$ cat src/rtl/gmg_pkg.sv
// ----------------------------------------------------------------------------
// gmg_pkg: shared types and constants of the mean gradient unit
// Field widths, register codes and the item flags that travel through the
// queue between the pixel front end and the root/accumulate back end.
// ----------------------------------------------------------------------------
package gmg_pkg;

   localparam int PIX_W  = 8;
   localparam int REG_W  = 12;
   localparam int MEAN_W = 16;
   localparam int SUM_W  = 38;
   localparam int ENERGY_W = 16;
   localparam int ROOT_W = 16;
   localparam int RAD_W  = 2 * ROOT_W;
   localparam int REM_W  = ROOT_W + 3;

   localparam int DEF_MAX_WIDTH  = 2048;
   localparam int DEF_MAX_HEIGHT = 2048;

   localparam logic [REG_W-1:0] WIDTH_RESET  = 12'd640;
   localparam logic [REG_W-1:0] HEIGHT_RESET = 12'd480;

   localparam int CSR_IDX_W = 1;
   localparam logic [CSR_IDX_W-1:0] CSR_IMAGE_WIDTH  = 1'b0;
   localparam logic [CSR_IDX_W-1:0] CSR_IMAGE_HEIGHT = 1'b1;

   localparam int QUEUE_DEPTH = 8;
   localparam int QCNT_W = $clog2(QUEUE_DEPTH + 1);

   typedef struct packed {
      logic term;   // the pixel closes a 2x2 window and adds a root term
      logic last;   // the pixel is the last of its frame
   } item_flags_type;

   localparam int FLAG_W = $bits(item_flags_type);

endpackage

$ cat src/rtl/gmg_queue.sv
// ----------------------------------------------------------------------------
// gmg_queue: short first-in first-out queue
// Decouples the pixel front end from the root and accumulate back end.
// ----------------------------------------------------------------------------
module gmg_queue #(
   parameter int DATA_W = 8
) (
   input  logic                        clock,
   input  logic                        reset,
   input  logic                        push,
   input  logic [DATA_W-1:0]           push_data,
   input  logic                        pop,
   output logic [DATA_W-1:0]           pop_data,
   output logic                        empty,
   output logic [gmg_pkg::QCNT_W-1:0]  count
);
   import gmg_pkg::*;

   localparam int PTR_W = $clog2(QUEUE_DEPTH);

   logic [DATA_W-1:0] slot_ff [QUEUE_DEPTH];
   logic [PTR_W-1:0]  wr_ff, rd_ff;
   logic [QCNT_W-1:0] count_ff;

   always_ff @(posedge clock) begin
      if (push) begin
         slot_ff[wr_ff] <= push_data;
      end
   end

   always_ff @(posedge clock) begin
      if (reset) begin
         wr_ff    <= '0;
         rd_ff    <= '0;
         count_ff <= '0;
      end else begin
         if (push) begin
            wr_ff <= (wr_ff == PTR_W'(QUEUE_DEPTH - 1)) ? '0 : wr_ff + PTR_W'(1);
         end
         if (pop) begin
            rd_ff <= (rd_ff == PTR_W'(QUEUE_DEPTH - 1)) ? '0 : rd_ff + PTR_W'(1);
         end
         count_ff <= count_ff + QCNT_W'(push) - QCNT_W'(pop);
      end
   end

   assign pop_data = slot_ff[rd_ff];
   assign empty    = (count_ff == '0);
   assign count    = count_ff;

endmodule

$ cat config.mk
export PLATFORM = sky130hd
export DESIGN_NAME = gmg_queue
export DESIGN_NICKNAME = d
export VERILOG_FILES = /design/src/rtl/gmg_pkg.sv /design/src/rtl/gmg_queue.sv
export SDC_FILE = /design/constraint.sdc
export NUM_CORES = 1
export LEC_CHECK = 0
export BUFFER_PORTS_ARGS = -buffer_cell sky130_fd_sc_hd__buf_2
export CAP_MARGIN = 20
export CORE_ASPECT_RATIO = 1.75
export CORE_MARGIN = 8
export CORE_UTILIZATION = 30
export CTS_CLUSTER_DIAMETER = 100
export DETAILED_ROUTE_END_ITERATION = 8
export PLACE_DENSITY = 0.55
export SKIP_CTS_REPAIR_TIMING = 1
export SLEW_MARGIN = 20
export SYNTH_ARGS = -nofsm -noshare
export SYNTH_HDL_FRONTEND = slang
export SYNTH_SLANG_ARGS = --single-unit
$ cat constraint.sdc
create_clock -name clock -period 2 [get_ports clock]
set_input_delay 0.4 -clock clock [delete_from_list [all_inputs] [get_ports clock]]
set_output_delay 0.4 -clock clock [all_outputs]
set_load 0.02 [all_outputs]
* Yosys cells after proc, flatten, opt, wreduce, memory -nomap -nowiden
Memories as Yosys holds them, arrays and structs flattened. A register that Yosys moved wholly into a read port is not among the register bits.
Cells that the tools add are included.
** Cells by class
- Multiplexer cells :: 6
- Reduce and logical (&&, ||, !) cells :: 1
- Add/sub/neg operators :: 4
- Equality and inequality tests :: 2
** Operators by type and width (count)
- 3-bit 2-to-1 mux :: 4
- 3-bit by 1-bit adder with 3-bit output, second input constant :: 2
- 3-bit == test, second input constant :: 2
- 4-bit by 1-bit adder with 4-bit output :: 1
- 4-bit logical NOT :: 1
- 4-bit by 1-bit subtractor with 4-bit output :: 1
- 1-bit 2-to-1 mux :: 2
** Storage, ports and cells
- Bits in registers :: 10
- Bits of input ports :: 12
- RAM bits :: 64
- Memories :: 1
** Memory list
- slot_ff :: words 8, bits a word 8, rd ports 1, clocked after Yosys merged registers in 1, wr ports 1, RTL line gmg_queue.sv:21 : logic [DATA_W-1:0] slot_ff [QUEUE_DEPTH];

* Logic depth before layout (Yosys ltp)
- Depth in word-level cells :: 4
- Mapped depth :: 7

* Worst setup path after synthesis
Ideal clock, no wire load.
- Kind :: reg-to-output
- Start point :: register (tool-made name)
- End point :: output port pop_data[1]
- Data arrival time :: 1.412 ns
- Stages on the path, launching flop included :: 5
- Setup slack :: 0.188 ns
- Path buffers :: 2
- Required time :: 1.600 ns
- Cells stage by stage :: dfxtp_1 > buf_6 > buf_12 > mux4_1 > mux2_2
** RTL lines
- to (decl) :: RTL line gmg_queue.sv:13 : output logic [DATA_W-1:0] pop_data,

==> results.py <==
metrics = {
    "global_route": {
        "antenna_found_initial": 0,
        "grt_max_degree": 17,
        "grt_pass1_vias": 1730,
        "gr-total-overflow": 0,
        "grt_use_total_pct": 8.98,
        "grt_pass1_wl_um": 9180,
    },
    "critical_path": {
        "crit_buf_inv": 2,
        "timing.critical_path.arrival_ns": 1.78,
        "end_kind": "primary output",
        "cp-start-kind": "register",
        "ff2ff_path_depth": 7,
        "path_depth": 4,
        "cp_max_fo": 8,
        "cp.required_ns": 1.60,
        "cp_top_family": "multiplexers",
        "path_cells": "clkbuf_16 > mux4_2 > mux2_4 > buf_6",
        "max_stage_delay_ns": 0.51,
        "critical_path_class": "reg2out",
        "slowest_stage": "mux4_2",
    },
    "synthesis": {
        "avgSynthCellArea_um2": 19.0,
        "synth_area_leaders": "edfxtp_1, mux4_1, dfxtp_1",
        "synth_warnings": 0,
        "synth_top_area_share_pct": 61.7,
        "ys.flop_type": "edfxtp_1",
        "synthArstFlopShare_pct": 0,
        "ys_types": 27,
        "synth_area_mm2": 0.00312,
        "netlist_top_cells_count": "edfxtp_1, mux4_1, dfxtp_1",
        "synth.most_common_cell": "edfxtp_1",
        "synth_seq_area_share_pct": 70.0,
        "synth_cells": 164,
        "yosysTopAreaCell": "edfxtp_1",
        "ys_ff_latch": 77,
        "synth-edff-count": 64,
        "syn-num-nets": 186,
    },
    "clocking": {
        "clk_pin_slew_ns": 0.06,
        "clock_path_buffers": 2,
        "cts_sinks": 77,
        "cts_buffers": 9,
        "h-tree-depth": 3,
        "root_buffer": "clkbuf_16",
        "insertion_delay_ns": 0.32,
        "cts_tree": "built",
    },
    "layout": {
        "syn_to_final_growth_pct": 21.6,
        "seqCellArea_mm2": 0.00219,
        "nFillCells": 982,
        "multiInputGateArea_um2": 833,
        "antenna_cells": 0,
        "stdcell_count": 338,
        "final_nets": 228,
        "fin_util_pct": 37.2,
        "layout-drive-gt1-share_pct": 35.5,
    },
    "power": {
        "pwr-share-seq_pct": 48.1,
        "intPower_mw": 2.95,
        "p_per_area_mw_per_mm2": 1000,
        "ir_drop_mv": 0.474,
        "power_frac_clock_pct": 38.4,
        "p_comb_share_pct": 13.5,
        "switchingPower_uw": 857,
        "netSwitchingFraction_pct": 22.5,
        "leakage_nw": 1.35,
    },
    "hold_path": {
        "worst_hold_path_type": "in2reg",
        "whs_path_depth": 1,
    },
    "drt": {
        "drt_iter0_drc": 145,
        "drt-total-wl_um": 6050,
        "viasPerCell": 4.59,
        "drc": 0,
        "postRouteAntennaNets": 0,
        "routedWlPerCell_um": 17.9,
        "firstDrtPassIters": 4,
        "vias": 1550,
    },
    "floorplan": {
        "fp.dieH_um": 151,
        "rows": 49,
        "start_util_pct": 30.6,
        "io_pins": 25,
        "dieArea_mm2": 0.0140,
        "core_area_mm2": 0.0102,
        "die_x_um": 93.0,
    },
    "timing": {
        "hold_violations": 0,
        "relSlewSlack_pct": 84.9,
        "worst_slew_pin_slew_ns": 0.227,
        "period_share_pct": 109,
        "final_max_slew_viol_count": 0,
        "setup_ws_ns": -0.184,
        "min_period_ns": 2.18,
        "setup_viol": 8,
        "setup_tns_ns": -1.32,
        "fmax_mhz": 458,
        "rsz0062_at_grt": "yes",
        "fin_worst_skew_ns": 0.00426,
    },
    "placed_design": {
        "detailed_place_hpwl_um": 4040,
        "pre_cts_ws_ns": 0.0344,
        "port_buffers": 24,
        "dp.cells": 321,
        "gp_congestion": 0.690,
    },
    "outcome": {
        "status": "complete, but fails checks",
        "violations": "setup timing",
    },
    "run": {
        "drv_cap": 0,
    },
}
==> path summary, 6_finish.rpt <==
| kind | start | slack, ns | endpoint |
|---|---|---|---|
| setup reg to reg | count[0]$_SDFF_PP0_ | 0.43 | count[2]$_SDFF_PP0_ |
| setup / recovery | register | -0.18 | pop_data[3] |
| hold reg to reg | rd_ff[1]$_SDFFE_PP0P_ | 0.50 | register |
| hold / removal | push_data[2] | 0.35 | slot_ff[6][2]$_DFFE_PP_ |
==> through the flow <==
step / cell area (um^2) / hold slack, ns / total power [mW]
after global routing: 3790 / 0.353 / 3.96
after CTS: 3730 / 0.347 / 3.79
after global placement: 3460 / 0.482 / 2.31
after detailed placement: 3460 / 0.510 / 2.33
final: 3790 / 0.351 / 3.80
after floorplan: 3120 / 0.457 / 2.17
==> per-layer routing <==
layer / part of all wire (%) / global-route usage, % / vias to the layer above
li1: - / - / 725
met4: 1.8 / 4.14 / 0
met2: 56 / 17.0 / 28
met1: 40 / 8.81 / 786
met5: 0 / 0 / -
met3: 2.8 / 2.28 / 11
==> cells by family (layout without fill, tap and decap cells) <==
family          count (synthesis)  in the layout  share of synthesized area [%]
flops                          77             77                           70.0
simple gates                   30             30                           4.90
mux                            26             26                           16.9
buf+inv                        13             60                           2.37
fa+ha+maj                      10             10                           4.26
compound gates                  7              7                           1.24
xor+xnor                        1              1                          0.281
==> cell type report <==
| type | count | area share, % |
|---|---|---|
| sequential | 77 | 57.7 |
| tap | 127 | 4.20 |
| clock inverter | 2 | 0.231 |
| timing repair buffer | 37 | 8.19 |
| multi-input combinational | 74 | 22.0 |
| clock buffer | 14 | 6.97 |
| inverter | 7 | 0.694 |
==> worst register-to-register path, delay by kind of cell (launching register included) <==
kind,cells,cell delay (ns)
buffers and inverters,2,0.09
adder cells (fa/ha/maj),3,0.86
XOR/XNOR,1,0.14
flip-flops,1,0.32
AND/OR/NAND/NOR,1,0.05
==> power groups by stage <==
stage	combinational (mW)	clock, mW	sequential, mW
floorplan	0.291	0	1.88
global placement	0.456	0	1.86
detailed placement	0.467	0	1.86
CTS	0.469	1.49	1.83
global route	0.570	1.56	1.84
finish	0.513	1.46	1.83
==> cells in the final DEF (no fill, tap or decap), drive strengths merged <==
master  count
and3        1
inv         7
nor3b       1
mux4       16
edfxtp     64
dfxtp      13
o21ai       1
nor2b       3
nand3       1
a31o        1
fa          1
ha          9
xnor2       1
clkbuf     15
nor2       11
nand2       3
a21oi       5
clkinv      2
mux2i       2
mux2        8
nor3        2
nand3b      2
nand2b      6
buf        36
==> registers in the layout (all words and copies together) (netlist names), named ones only <==
signal,count
wr_ff,3
rd_ff,3
slot_ff,64
count,4
Note: power is estimated with default switching activity, not from simulation.
