File: src/rtl/gmg_pkg.sv
// ----------------------------------------------------------------------------
// gmg_pkg: shared types and constants of the mean gradient unit
// Field widths, register codes and the item flags that travel through the
// queue between the pixel front end and the root/accumulate back end.
// ----------------------------------------------------------------------------
package gmg_pkg;

   localparam int PIX_W  = 8;
   localparam int REG_W  = 12;
   localparam int MEAN_W = 16;
   localparam int SUM_W  = 38;
   localparam int ENERGY_W = 16;
   localparam int ROOT_W = 16;
   localparam int RAD_W  = 2 * ROOT_W;
   localparam int REM_W  = ROOT_W + 3;

   localparam int DEF_MAX_WIDTH  = 2048;
   localparam int DEF_MAX_HEIGHT = 2048;

   localparam logic [REG_W-1:0] WIDTH_RESET  = 12'd640;
   localparam logic [REG_W-1:0] HEIGHT_RESET = 12'd480;

   localparam int CSR_IDX_W = 1;
   localparam logic [CSR_IDX_W-1:0] CSR_IMAGE_WIDTH  = 1'b0;
   localparam logic [CSR_IDX_W-1:0] CSR_IMAGE_HEIGHT = 1'b1;

   localparam int QUEUE_DEPTH = 8;
   localparam int QCNT_W = $clog2(QUEUE_DEPTH + 1);

   typedef struct packed {
      logic term;   // the pixel closes a 2x2 window and adds a root term
      logic last;   // the pixel is the last of its frame
   } item_flags_type;

   localparam int FLAG_W = $bits(item_flags_type);

endpackage

File: src/rtl/gmg_sqrt.sv
// ----------------------------------------------------------------------------
// gmg_sqrt: pipelined integer square root
// One root bit per stage, digit by digit, with a tag carried alongside.
// ----------------------------------------------------------------------------
module gmg_sqrt #(
   parameter int TAG_W = 2
) (
   input  logic                        clock,
   input  logic                        reset,
   input  logic                        in_valid,
   input  logic [gmg_pkg::RAD_W-1:0]   in_radicand,
   input  logic [TAG_W-1:0]            in_tag,
   output logic                        out_valid,
   output logic [gmg_pkg::ROOT_W-1:0]  out_root,
   output logic [TAG_W-1:0]            out_tag
);
   import gmg_pkg::*;

   logic              vld_ff  [ROOT_W];
   logic [REM_W-1:0]  rem_ff  [ROOT_W];
   logic [ROOT_W-1:0] root_ff [ROOT_W];
   logic [RAD_W-1:0]  rad_ff  [ROOT_W];
   logic [TAG_W-1:0]  tag_ff  [ROOT_W];

   genvar g;
   for (g = 0; g < ROOT_W; g++) begin : g_stage
      logic              vld_src;
      logic [REM_W-1:0]  rem_src;
      logic [ROOT_W-1:0] root_src;
      logic [RAD_W-1:0]  rad_src;
      logic [TAG_W-1:0]  tag_src;
      logic [REM_W-1:0]  shifted, trial, rem_in;
      logic [ROOT_W-1:0] root_in;

      if (g == 0) begin : g_head
         assign vld_src  = in_valid;
         assign rem_src  = '0;
         assign root_src = '0;
         assign rad_src  = in_radicand;
         assign tag_src  = in_tag;
      end else begin : g_body
         assign vld_src  = vld_ff[g-1];
         assign rem_src  = rem_ff[g-1];
         assign root_src = root_ff[g-1];
         assign rad_src  = rad_ff[g-1];
         assign tag_src  = tag_ff[g-1];
      end

      always_comb begin
         shifted = {rem_src[REM_W-3:0], rad_src[RAD_W-1 -: 2]};
         trial   = REM_W'({root_src, 2'b01});
         if (shifted >= trial) begin
            rem_in  = shifted - trial;
            root_in = {root_src[ROOT_W-2:0], 1'b1};
         end else begin
            rem_in  = shifted;
            root_in = {root_src[ROOT_W-2:0], 1'b0};
         end
      end

      always_ff @(posedge clock) begin
         if (reset) begin
            vld_ff[g] <= 1'b0;
         end else begin
            vld_ff[g] <= vld_src;
         end
      end

      always_ff @(posedge clock) begin
         rem_ff[g]  <= rem_in;
         root_ff[g] <= root_in;
         rad_ff[g]  <= {rad_src[RAD_W-3:0], 2'b00};
         tag_ff[g]  <= tag_src;
      end
   end

   assign out_valid = vld_ff[ROOT_W-1];
   assign out_root  = root_ff[ROOT_W-1];
   assign out_tag   = tag_ff[ROOT_W-1];

endmodule

File: src/rtl/gmg_back.sv
// ----------------------------------------------------------------------------
// gmg_back: root, accumulation and frame mean
// Drains the queue through the root pipeline, sums the roots and divides
// the frame total by the window count, one quotient bit per cycle.
// ----------------------------------------------------------------------------
module gmg_back #(
   parameter int NW = 22
) (
   input  logic                         clock,
   input  logic                         reset,
   input  logic                         q_empty,
   input  gmg_pkg::item_flags_type      q_flags,
   input  logic [gmg_pkg::ENERGY_W-1:0] q_energy,
   input  logic [NW-1:0]                q_n,
   output logic                         q_pop,
   output logic                         rsp_empty,
   input  logic                         rsp_pop,
   output logic [gmg_pkg::MEAN_W-1:0]   rsp_mean,
   output logic [gmg_pkg::SUM_W-1:0]    rsp_sum
);
   import gmg_pkg::*;

   localparam int TAG_W = FLAG_W + NW;
   localparam int CNT_W = $clog2(SUM_W);

   typedef enum logic [1:0] {ST_IDLE, ST_DIVIDE, ST_HOLD} state_type;

   state_type         state_ff;
   logic              pending_ff;
   logic [SUM_W-1:0]  sum_ff, dq_ff, total_ff;
   logic [NW-1:0]     rem_ff, div_n_ff;
   logic [CNT_W-1:0]  cnt_ff;
   logic [MEAN_W-1:0] mean_ff;

   logic              s_valid;
   logic [ROOT_W-1:0] s_root;
   logic [TAG_W-1:0]  s_tag;
   item_flags_type    s_flags;
   logic [NW-1:0]     s_n;
   logic [SUM_W-1:0]  total;
   logic [NW:0]       rem_shift;
   logic              ge;
   logic [NW-1:0]     rem_in;
   logic [SUM_W-1:0]  dq_in;
   logic [MEAN_W-1:0] mean_in;

   // Only one frame end may be in the back end at a time.
   assign q_pop = ~q_empty & (~q_flags.last | ~pending_ff);

   gmg_sqrt #(.TAG_W(TAG_W)) u_sqrt (
      .clock       (clock),
      .reset       (reset),
      .in_valid    (q_pop),
      .in_radicand ({q_energy, (RAD_W-ENERGY_W)'(0)}),
      .in_tag      ({q_flags, q_n}),
      .out_valid   (s_valid),
      .out_root    (s_root),
      .out_tag     (s_tag)
   );

   assign s_flags = item_flags_type'(s_tag[TAG_W-1 -: FLAG_W]);
   assign s_n     = s_tag[NW-1:0];
   assign total   = s_flags.term ? sum_ff + SUM_W'(s_root) : sum_ff;

   always_comb begin
      rem_shift = {rem_ff, dq_ff[SUM_W-1]};
      ge        = rem_shift >= {1'b0, div_n_ff};
      rem_in    = ge ? NW'(rem_shift - {1'b0, div_n_ff}) : rem_shift[NW-1:0];
      dq_in     = {dq_ff[SUM_W-2:0], ge};
      mean_in   = (|dq_in[SUM_W-1:MEAN_W]) ? '1 : dq_in[MEAN_W-1:0];
   end

   always_ff @(posedge clock) begin
      if (reset) begin
         state_ff   <= ST_IDLE;
         pending_ff <= 1'b0;
         sum_ff     <= '0;
      end else begin
         if (q_pop && q_flags.last) begin
            pending_ff <= 1'b1;
         end
         if (s_valid) begin
            sum_ff <= s_flags.last ? '0 : total;
         end
         unique case (state_ff)
            ST_IDLE: begin
               if (s_valid && s_flags.last) begin
                  dq_ff    <= total;
                  total_ff <= total;
                  rem_ff   <= '0;
                  div_n_ff <= s_n;
                  cnt_ff   <= '0;
                  state_ff <= ST_DIVIDE;
               end
            end
            ST_DIVIDE: begin
               dq_ff  <= dq_in;
               rem_ff <= rem_in;
               cnt_ff <= cnt_ff + CNT_W'(1);
               if (cnt_ff == CNT_W'(SUM_W - 1)) begin
                  mean_ff  <= mean_in;
                  state_ff <= ST_HOLD;
               end
            end
            ST_HOLD: begin
               if (rsp_pop) begin
                  pending_ff <= 1'b0;
                  state_ff   <= ST_IDLE;
               end
            end
            default: state_ff <= ST_IDLE;
         endcase
      end
   end

   assign rsp_empty = (state_ff != ST_HOLD);
   assign rsp_mean  = mean_ff;
   assign rsp_sum   = total_ff;

endmodule

File: config.mk
export PLATFORM = sky130hd
export DESIGN_NAME = gmg_back
export DESIGN_NICKNAME = d
export VERILOG_FILES = /design/src/rtl/gmg_pkg.sv /design/src/rtl/gmg_sqrt.sv /design/src/rtl/gmg_back.sv
export SDC_FILE = /design/constraint.sdc
export NUM_CORES = 1
export LEC_CHECK = 0
export ABC_AREA = 1
export BUFFER_PORTS_ARGS = -buffer_cell sky130_fd_sc_hd__buf_2
export CAP_MARGIN = 15
export CORE_MARGIN = 1
export CORE_UTILIZATION = 57
export DETAILED_ROUTE_END_ITERATION = 10
export GPL_TIMING_DRIVEN = 0
export PLACE_DENSITY = 0.74
export SLEW_MARGIN = 20
export SYNTH_ARGS = -nofsm -noshare
export SYNTH_HDL_FRONTEND = slang
export SYNTH_SLANG_ARGS = --single-unit
export TNS_END_PERCENT = 100
File: constraint.sdc
create_clock -name clock -period 10.65 [get_ports clock]
set_clock_uncertainty 0.05 [all_clocks]
set_input_delay 1.065 -clock clock [delete_from_list [all_inputs] [get_ports clock]]
set_output_delay 1.065 -clock clock [all_outputs]
set_load 0.02 [all_outputs]
* Word level (Yosys, flattened, before mapping)
Memory sizes are Yosys's and may differ from the RTL's.
Cells that the tools add are included.
** Operators by class
- Add/subtract/negate cells :: 19
- Order comparisons :: 17
- Eq/ne operators :: 7
- Mux-type cells :: 67
- Bitwise operators :: 22
- Reduce and logical (&&, ||, !) cells :: 9
** Operators with widths (number)
- $mux W19 :: 16
- $ge A19 B18 Y1 :: 15
- $sub A19 B18 Y19 :: 15
- $mux W38 :: 3
- $pmux W38 S2 :: 1
- $mux W22 :: 2
- $pmux W22 S2 :: 1
- $add A38 B16 Y38 :: 1
- $mux W1 :: 38
- $ge A23 B22 Y1 :: 1
- $reduce_or A22 Y1 :: 1
- $sub A22 B22 Y22 :: 1
- $or A1 B1 Y1 :: 17
- $pmux W6 S2 :: 1
- $reduce_and A3 Y1 :: 4
- $ne A2 B2 Y1 const B :: 4
- $add A6 B1 Y6 const B :: 1
- $eq A6 B6 Y1 const B :: 1
- $mux W2 :: 3
- $mux W6 :: 1
- $pmux W2 S3 :: 1
- $not A1 Y1 :: 4
- $sub A2 B1 Y3 const B :: 1
- $eq A2 B1 Y1 const B :: 1
- other kinds (6) :: 7
** Word-level totals
- Flip-flop bits (word level) :: 183
- Memory bits (writable) :: 1440
- Input port bits :: 44
- Output and inout port bits :: 56
- Word-level logic and storage cells :: 155
- Memories :: 5
** Memories
- u_sqrt.rad_ff :: words 16, bits a word 30, rd ports 15, clocked after Yosys merged registers in 0, write ports 16, RTL line gmg_sqrt.sv:22 : logic [RAD_W-1:0] rad_ff [ROOT_W];
- u_sqrt.tag_ff :: words 16, bits a word 24, rd ports 16, clocked after Yosys merged registers in 0, write ports 16, RTL line gmg_sqrt.sv:23 : logic [TAG_W-1:0] tag_ff [ROOT_W];
- u_sqrt.rem_ff :: words 16, bits a word 19, rd ports 15, clocked after Yosys merged registers in 0, write ports 16, RTL line gmg_sqrt.sv:20 : logic [REM_W-1:0] rem_ff [ROOT_W];
- u_sqrt.root_ff :: words 16, bits a word 16, rd ports 16, clocked after Yosys merged registers in 0, write ports 16, RTL line gmg_sqrt.sv:21 : logic [ROOT_W-1:0] root_ff [ROOT_W];
- u_sqrt.vld_ff :: words 16, bits a word 1, rd ports 16, clocked after Yosys merged registers in 0, write ports 16, RTL line gmg_sqrt.sv:19 : logic vld_ff [ROOT_W];

* Longest topological paths before layout
Gate-level depths: netlist (run 1).
- Depth after elaboration :: 7
- Depth in mapped cells :: 15
- Mapped depth without buffers :: 15

* Cells and area by module
From an unflattened synthesis (run 1), not the netlist that was laid out.
** Unflattened totals
- Cells, all modules :: 5122
- Area, all modules :: 44582.8 um^2
** Modules (own cells, without submodules)
- gmg_sqrt :: instances 1, cells each 3845, area an instance 34230.3 um^2
- gmg_back :: instances 1, cells each 1277, area an instance 10352.4 um^2

* Worst setup path before layout (run 1)
No wires, ideal clock.
- Path type :: input-to-reg
- Start :: input port reset
- End :: register cnt_ff[0], enable pin
- Library setup time :: 589 ps
- Arrival time :: 6276 ps
- Path slack :: 3735 ps
- Stages :: 3
- Path through :: clkbuf_1 clkbuf_1 a211oi_1
** On the way
- Cells in the longest elaborated chain, start to end :: 2
** RTL lines
- from (decl) :: RTL line gmg_back.sv:10 : input logic reset,
- $not A1 Y1 (no line)
- $reduce_and A3 Y1 (no line)
- to (signal assigned) :: RTL line gmg_back.sv:99 : cnt_ff <= cnt_ff + CNT_W'(1);
- to (decl) :: RTL line gmg_back.sv:32 : logic [CNT_W-1:0] cnt_ff;
No other way between the ends.
A chain may end at the register's enable or synchronous reset.

* Worst setup path after layout (run 1)
- Start :: input port q_flags[0] in the netlist's numbering
- End :: output port q_pop
** On the way
- Cells in the longest elaborated chain, start to end :: 3
** RTL lines
- from (decl) :: RTL line gmg_back.sv:12 : input gmg_pkg::item_flags_type q_flags,
- $not A1 Y1 :: RTL line gmg_back.sv:48 : assign q_pop = ~q_empty & (~q_flags.last | ~pending_ff);
- $or A1 B1 Y1 :: RTL line gmg_back.sv:48
- $and A1 B1 Y1 :: RTL line gmg_back.sv:48
- to (decl) :: RTL line gmg_back.sv:15 : output logic q_pop,
No other way between the ends.

==> summary.md, run 1 <==
| Metric | Value |
|---|---|
| Seq/Total Area, Yosys | 58.04% |
| Post-route setup slack | 7.440 ns |
| CP Capture Type | primary output |
| Post-route ant nets | 0 |
| Tmin final | 3.210 ns |
| Port bufs | slightly below 100 |
| Maximum root-to-sink buffer count | 3 |
| Postcts setup bufs | 0 |
| Ys async rst share | 0% |
| Worst vdd ir | 0.1765 mV |
| CP Launch Type | input pin |
| Clock share of power | a little under two fifths |
| Rel. slew slack | a little under half |
| Die footprint | 66130 um2 |
| Primary FF master, synth | dfxtp_1 |
| Setup violators final | 0 |
| Tcrit/Tclk final | 30.14% |
| Yosys top cell area share | 46.55% |
| Initial antenna violation count | 0 |
| Vias in the first global route | 24770 |
| Internal power | 6.931 mW |
| Layout overhead on the synthesized area | 13.70% |
| DIE WIDTH | 257.2 um |
| PwrDens | roughly 230 nW/um2 |
| Outcome | finished, final reports clean |
| Share of layout cells above drive strength 1 | 9.710% |
| Setup_tns | 0 ns |
| Routed wl met3 | 3334 um |
| Avg Cell Area, Syn | 9.360 um2 |
| Post-synth top area cell | dfxtp_1 |
| Post-synth cell types | 56 |
| Crit Path Max Fanout | 3 |
| Fill cells | ~5200 |
| Wl on met1 | 32850 um |
| First-pass GRT wire length | 121500 um |
| Maxcap violations | 0 |
| Place WS | 7.526 ns |
| DRC Markers | 0 |
| Tot GR Track Use | between 20% and 30% |
| Area contributors post-synth | dfxtp_1 (47%), edfxtp_1 (11%), nand2_1 (8.2%), ha_1 (6.0%), inv_1 (5.5%) |
| Yosys warns | 0 |
| Syn nets | approximately 4200 |
| WP data arrival | around 2.1 ns |
| Final instance area | 42200 um2 |
| Static leakage | 19.91 nW |
| Clk slew on worst S/H paths | 0.06 ns |
| Met2 routed WL | 36450 um |
| Clock Sinks | around 1000 |
| Slew Limit Fails | 0 |
| Row Count | 93 |
| Least-Margin Pin Slew | approximately 0.81 ns |
| First-pass iteration count of the detailed router | 5 |
| Fin Hold WS | about 0.25 ns |
| Final Hold Viols | 0 |
| Wire per inst | 14.71 um |
| Routability Congestion | 0.9525 |
| CTS tree | yes |
| CTS resizes | 0 |
| Worst-skew pair later-pin latency | roughly 0.65 ns |
| Via count | 25380 |
| Clk root buf | clkbuf_16 |
| Via/cell ratio | 4.978 |
| Largest net degree at the start of global routing | 32 |
| First DRT Iteration DRCs | between 1000 and 1500 |
| Gr ovfl total | 0 |
| Worst hold path type | flop to flop |
| Fin nets | roughly 4400 |
| Switching Share | 27.16% |
| Yosys reg bits | 1005 |
| CTS Buf Count | 94 |
| Routed WL | around 75000 um |
| Total core area | 64350 um2 |
| Top routing layer used | met4 |
| Initial core utilization | 57.67% |
| Die Y-Extent | 257.2 um |
| H-tree depth | 3 |
| Placed Area | 38820 um2 |
| Hpwl dp | 56530 um |
| Data required, critical path | 9.54 ns |
| Synthesized instance count | 3965 |
| Sequential share of power | a little under half |
| Switch Pwr | 2.585 mW |
| Number of flops mapped to enable cells by yosys | 142 |
| Hold-fix buffers at CTS | 0 |
| Critical path type | input pin to primary output |
| I/O pin total | 100 |
| RSZ-0062 raised after global routing | false |
| Fmax | 311.5 MHz |
| Synthesized area | 37110 um2 |
| Gate power share | 15.4% |
## registers in the layout, indices dropped and copies added, names as in the netlist, 38 cells and up
register        flops
u_sqrt.root_ff    136
u_sqrt.rad_ff      56
u_sqrt.tag_ff     384
rsp_sum            38
u_sqrt.rem_ff     230
sum_ff             38
dq_ff              38
## worst max-delay path: stages
cell and delay (ns):
buf_2 0.14, a21oi_1 0.59, buf_2 0.29
## stage by stage
stage	util, %	power, mW	instances
CTS	65.57	9.599	5098
detailed placement	60.32	6.062	4926
global placement	60.10	6.026	4918
floorplan	-	5.670	3965
finish	65.58	9.516	5099
global route	65.57	10.02	5098
## logic make-up after synthesis
| kind of cell | synth area share, % |
|---|---|
| compound gates | 8.068 |
| fa+ha+maj | 6.453 |
| xor+xnor | 3.493 |
| other cells | 0.01010 |
| flops | 58.04 |
| buf+inv | 6.510 |
| simple gates | 17.42 |
## layout make-up
class	instances	area [um2]	area share, %
diodes	1	2.502	0.005930
well taps	855	1070	2.535
plain buffers	55	351.6	0.8332
clock inverters	50	732.0	1.735
clock buffers	122	2645	6.268
inverters	550	2064	4.893
repair buffers	106	613.1	1.453
multi-input cells	2355	13180	31.23
flip-flops and latches	1005	21540	51.05
## path summary, 6_finish.rpt
check	endpoint	slack, ns	start	cells after the start
max reg2reg	dq_ff[14]$_DFFE_PP_	7.95	sum_ff[0]$_SDFFE_PP0P_	14
max	q_pop	7.44	q_flags[0]	3
min reg2reg	u_sqrt.tag_ff[0][120]$_DFF_P_	0.25	u_sqrt.tag_ff[0][96]$_DFF_P_	0
min	u_sqrt.tag_ff[0][120]$_DFF_P_	0.25	u_sqrt.tag_ff[0][96]$_DFF_P_	0
## per-layer routing
metal  up-vias  global-route usage [%]
met2       520                   40.16
met1     11550                   28.12
met3       123                   3.379
li1      13190                       -
met4         0                   9.028
met5         -                       0
## synth_stat cells, types with 9 or more instances
| cell type | instances |
|---|---|
| xor2_1 | 79 |
| nand2_1 | 808 |
| dfxtp_1 | 863 |
| nand3_1 | 189 |
| and2_1 | 9 |
| nand4_1 | 45 |
| a31oi_1 | 15 |
| or2_2 | 23 |
| o21ai_1 | 45 |
| nand3b_1 | 17 |
| edfxtp_1 | 142 |
| nand2_2 | 18 |
| nand3_2 | 11 |
| a21oi_1 | 237 |
| o21ai_0 | 166 |
| nor2_2 | 15 |
| nor2_1 | 262 |
| buf_6 | 14 |
| fa_1 | 9 |
| o21bai_1 | 13 |
| inv_2 | 10 |
| xnor2_1 | 69 |
| a21oi_2 | 15 |
| ha_1 | 177 |
| inv_1 | 539 |
| nor3_1 | 39 |
| nor4_1 | 17 |
| clkbuf_1 | 24 |
| a21o_1 | 16 |
## power groups by stage
stage                     registers (mW)  logic (mW)  clock network [mW]
after floorplan                     4.51        1.16                   0
after global placement              4.60        1.43                   0
after detailed placement            4.61        1.45                   0
after CTS                           4.53        1.47                3.60
after global routing                4.57        1.68                3.77
final                               4.53        1.47                3.52
## cell usage in the layout (no fill, tap or decap), types with 11 or more instances in the layout
master,synthesis,final
a21oi_1,237,237
nand3b_1,17,17
a21oi_2,15,15
clkbuf_16,0,99
xor2_1,79,79
nand2_2,18,18
clkbuf_1,24,38
o21ai_1,45,45
clkinv_2,0,11
buf_2,8,106
a31oi_1,15,15
nor2_2,15,16
edfxtp_1,142,142
inv_1,539,539
nor4_1,17,17
nor2_1,262,260
buf_6,14,18
dfxtp_1,863,863
xnor2_1,69,69
nand4_1,45,45
o21bai_1,13,13
a21o_1,16,16
nand2_1,808,808
nand3_2,11,11
nor3_1,39,39
o21ai_0,166,166
bufinv_16,0,13
nand3_1,189,189
or2_2,23,23
ha_1,177,177
No activity file was read; power rests on OpenSTA's default activity.
==> inputs of run 2 (changes only) <==
- CORE_UTILIZATION: 57 -> 56
- PLACE_DENSITY: 0.74 -> 0.76
- clock period: 10.65 -> 2.73 ns (I/O delays scaled with it)
==> summary.md, run 2 (synthesis results as in run 1) <==
| Metric | Value |
|---|---|
| Least-Margin Pin Slew | 0.7231 ns |
| Pwr Total | 36.77 mW |
| CP bufs+invs | 0 |
| Outcome | finished, final reports clean |
| Slew Limit Fails | 0 |
| First-pass iteration count of the detailed router | 7 |
| Total core area | 65630 um2 |
| Die Y-Extent | 259.4 um |
| Largest net degree at the start of global routing | 27 |
| I/O pin total | 100 |
| Sequential share of power | 48.1% |
| Post-Place Cells | 4934 |
| Largest register FFs | 384 |
| Fill cells | roughly 5200 |
| CP Launch Type | flop |
| Wire per inst | about 15 um |
| Gate power share | 15.7% |
| PwrDens | 864.0 nW/um2 |
| Clk root buf | clkbuf_16 |
| First-pass GRT wire length | between 100000 and 150000 um |
| Most frequent cells in the layout | dfxtp_1 (863), nand2_1 (807), inv_1 (541), nor2_1 (260), a21oi_1 (237) |
| WP data arrival | just under 3 ns |
| Postcts setup bufs | 0 |
| Setup violators final | 0 |
| CTS Buf Count | 94 |
| Port bufs | 98 |
| DRC Markers | 0 |
| Cells along the critical path | ha_1, nand2_1, nand3_1, nand2_1, nand2_1, nand2_1, nand3_2, nand3_1, nand2_1, o21ai_1 |
| Gr ovfl total | 0 |
| Data required, critical path | 3.12 ns |
| Die footprint | 67300 um2 |
| Rel. slew slack | 51.28% |
| Tcrit/Tclk final | between 90% and 100% |
| Post-route ant nets | 0 |
| Clk slew on worst S/H paths | roughly 0.06 ns |
| Fin Hold WS | 0.1977 ns |
| Most common cell after layout, fill and taps aside | dfxtp_1 |
| Most frequent CP cell | nand2_1 |
| Routed WL | approximately 77000 um |
| Vias in the first global route | 25530 |
| Fin nets | 4440 |
| Clock Sinks | 1005 |
| Max incr delay on CP | 0.44 ns |
| Share of layout cells above drive strength 1 | 9.683% |
| Tot GR Track Use | 23.05% |
| Hpwl dp | 56230 um |
| Initial antenna violation count | 1 |
| Critical path type | flop to flop |
| RSZ-0062 raised after global routing | false |
| Worst hold path type | input pin to flop |
| Final Util | 64.85% |
| Switch Pwr | between 10 and 15 mW |
| Biggest regs | u_sqrt.tag_ff x384, u_sqrt.rem_ff x230, u_sqrt.root_ff x136 |
| Tmin final | between 2 and 3 ns |
| Non-Filler Instances | 5151 |
| CP Capture Type | flop |
| Clock share of power | 36.3% |
| Layout overhead on the synthesized area | 14.68% |
| CTS tree | yes |
| Switching Share | 27.59% |
| Largest Register | u_sqrt.tag_ff |
| Top delay family on crit path | simple AND/OR/NAND/NOR gates |
| Static leakage | roughly 20 nW |
| Final Hold Viols | 0 |
| Worst-skew pair later-pin latency | about 0.65 ns |
| Worst vdd ir | ~0.64 mV |
| First DRT Iteration DRCs | 1602 |
| DIE WIDTH | 259.4 um |
| Routability Congestion | 0.9390 |
| Maxcap violations | 0 |
| Maximum root-to-sink buffer count | 3 |
| Via count | 25850 |
| Row Count | between 90 and 100 |
| Internal power | 26.63 mW |
| Crit Path Max Fanout | 6 |
| Fmax | 394.0 MHz |
| H-tree depth | 3 |
| Slowest cell on the critical path | dfxtp_1 |
| Initial core utilization | 56.55% |
| Via/cell ratio | 5.019 |
[run 2: cell count changes in the layout (fill, tap and decap cells not counted), sizes merged]
| cell | change |
|---|---|
| clkinv | -5 |
| clkbuf | +8 |
| inv | +4 |
| bufinv | -7 |
| dlygate4sd3 | +44 |
| buf | -1 |
[run 2: cell type report]
type | count | area, um2 | area share [%]
Sequential cell | 1005 | 21540 | 50.61
Multi-Input combinational cell | 2355 | 13200 | 31.01
Antenna cell | 1 | 2.502 | 0.005880
Tap cell | 864 | 1081 | 2.540
Clock buffer | 130 | 2744 | 6.447
Timing Repair Buffer | 149 | 1039 | 2.440
Clock inverter | 42 | 519.2 | 1.220
Buffer | 55 | 371.6 | 0.8731
Inverter | 550 | 2064 | 4.851
[run 2: power groups by stage]
stage | Sequential (mW) | Clock, mW | Combinational [mW]
after floorplan | 17.6 | 0 | 4.52
after global placement | 17.9 | 0 | 5.55
after detailed placement | 18.0 | 0 | 5.66
after CTS | 17.7 | 13.6 | 5.76
after global routing | 17.8 | 14.2 | 6.60
final | 17.7 | 13.3 | 5.77
[run 2: through the flow]
stage / TNS, ns / worst slack (ns) / cell area [um2]
final: 0 / 0.1919 / 42560
after global routing: 0 / 0.03576 / 42560
after detailed placement: 0 / 0.08507 / 38830
after global placement: -60.90 / -0.9002 / 38720
after CTS: 0 / 0.1030 / 42540
after floorplan: -2.924 / -0.04430 / 37150
[run 2: routing by layer]
layer	share of wire [%]	GRT usage, %	vias to the layer above
met5	0	0	-
met1	43	27.92	11860
met4	3.8	10.16	0
met3	4.5	3.476	140
met2	49	40.47	571
li1	-	-	13280
[run 2: what timing repair did]
item / 4_1_cts / 5_1_grt
resized for setup: 0 / 7
endpoints found under the setup margin: 0 / 7
hold endpoints to repair: 52 / 0
hold buffers: 44 / 0
[run 2: final timing paths]
path              cells after the start                            to                          from  slack, ns
setup / recovery                     10           dq_ff[37]$_DFFE_PP_        sum_ff[2]$_SDFFE_PP0P_       0.19
hold reg to reg                       0  u_sqrt.tag_ff[0][96]$_DFF_P_  u_sqrt.tag_ff[0][72]$_DFF_P_       0.23
setup reg to reg                     10           dq_ff[37]$_DFFE_PP_        sum_ff[2]$_SDFFE_PP0P_       0.19
hold / removal                        2   u_sqrt.tag_ff[0][3]$_DFF_P_                        q_n[3]       0.20
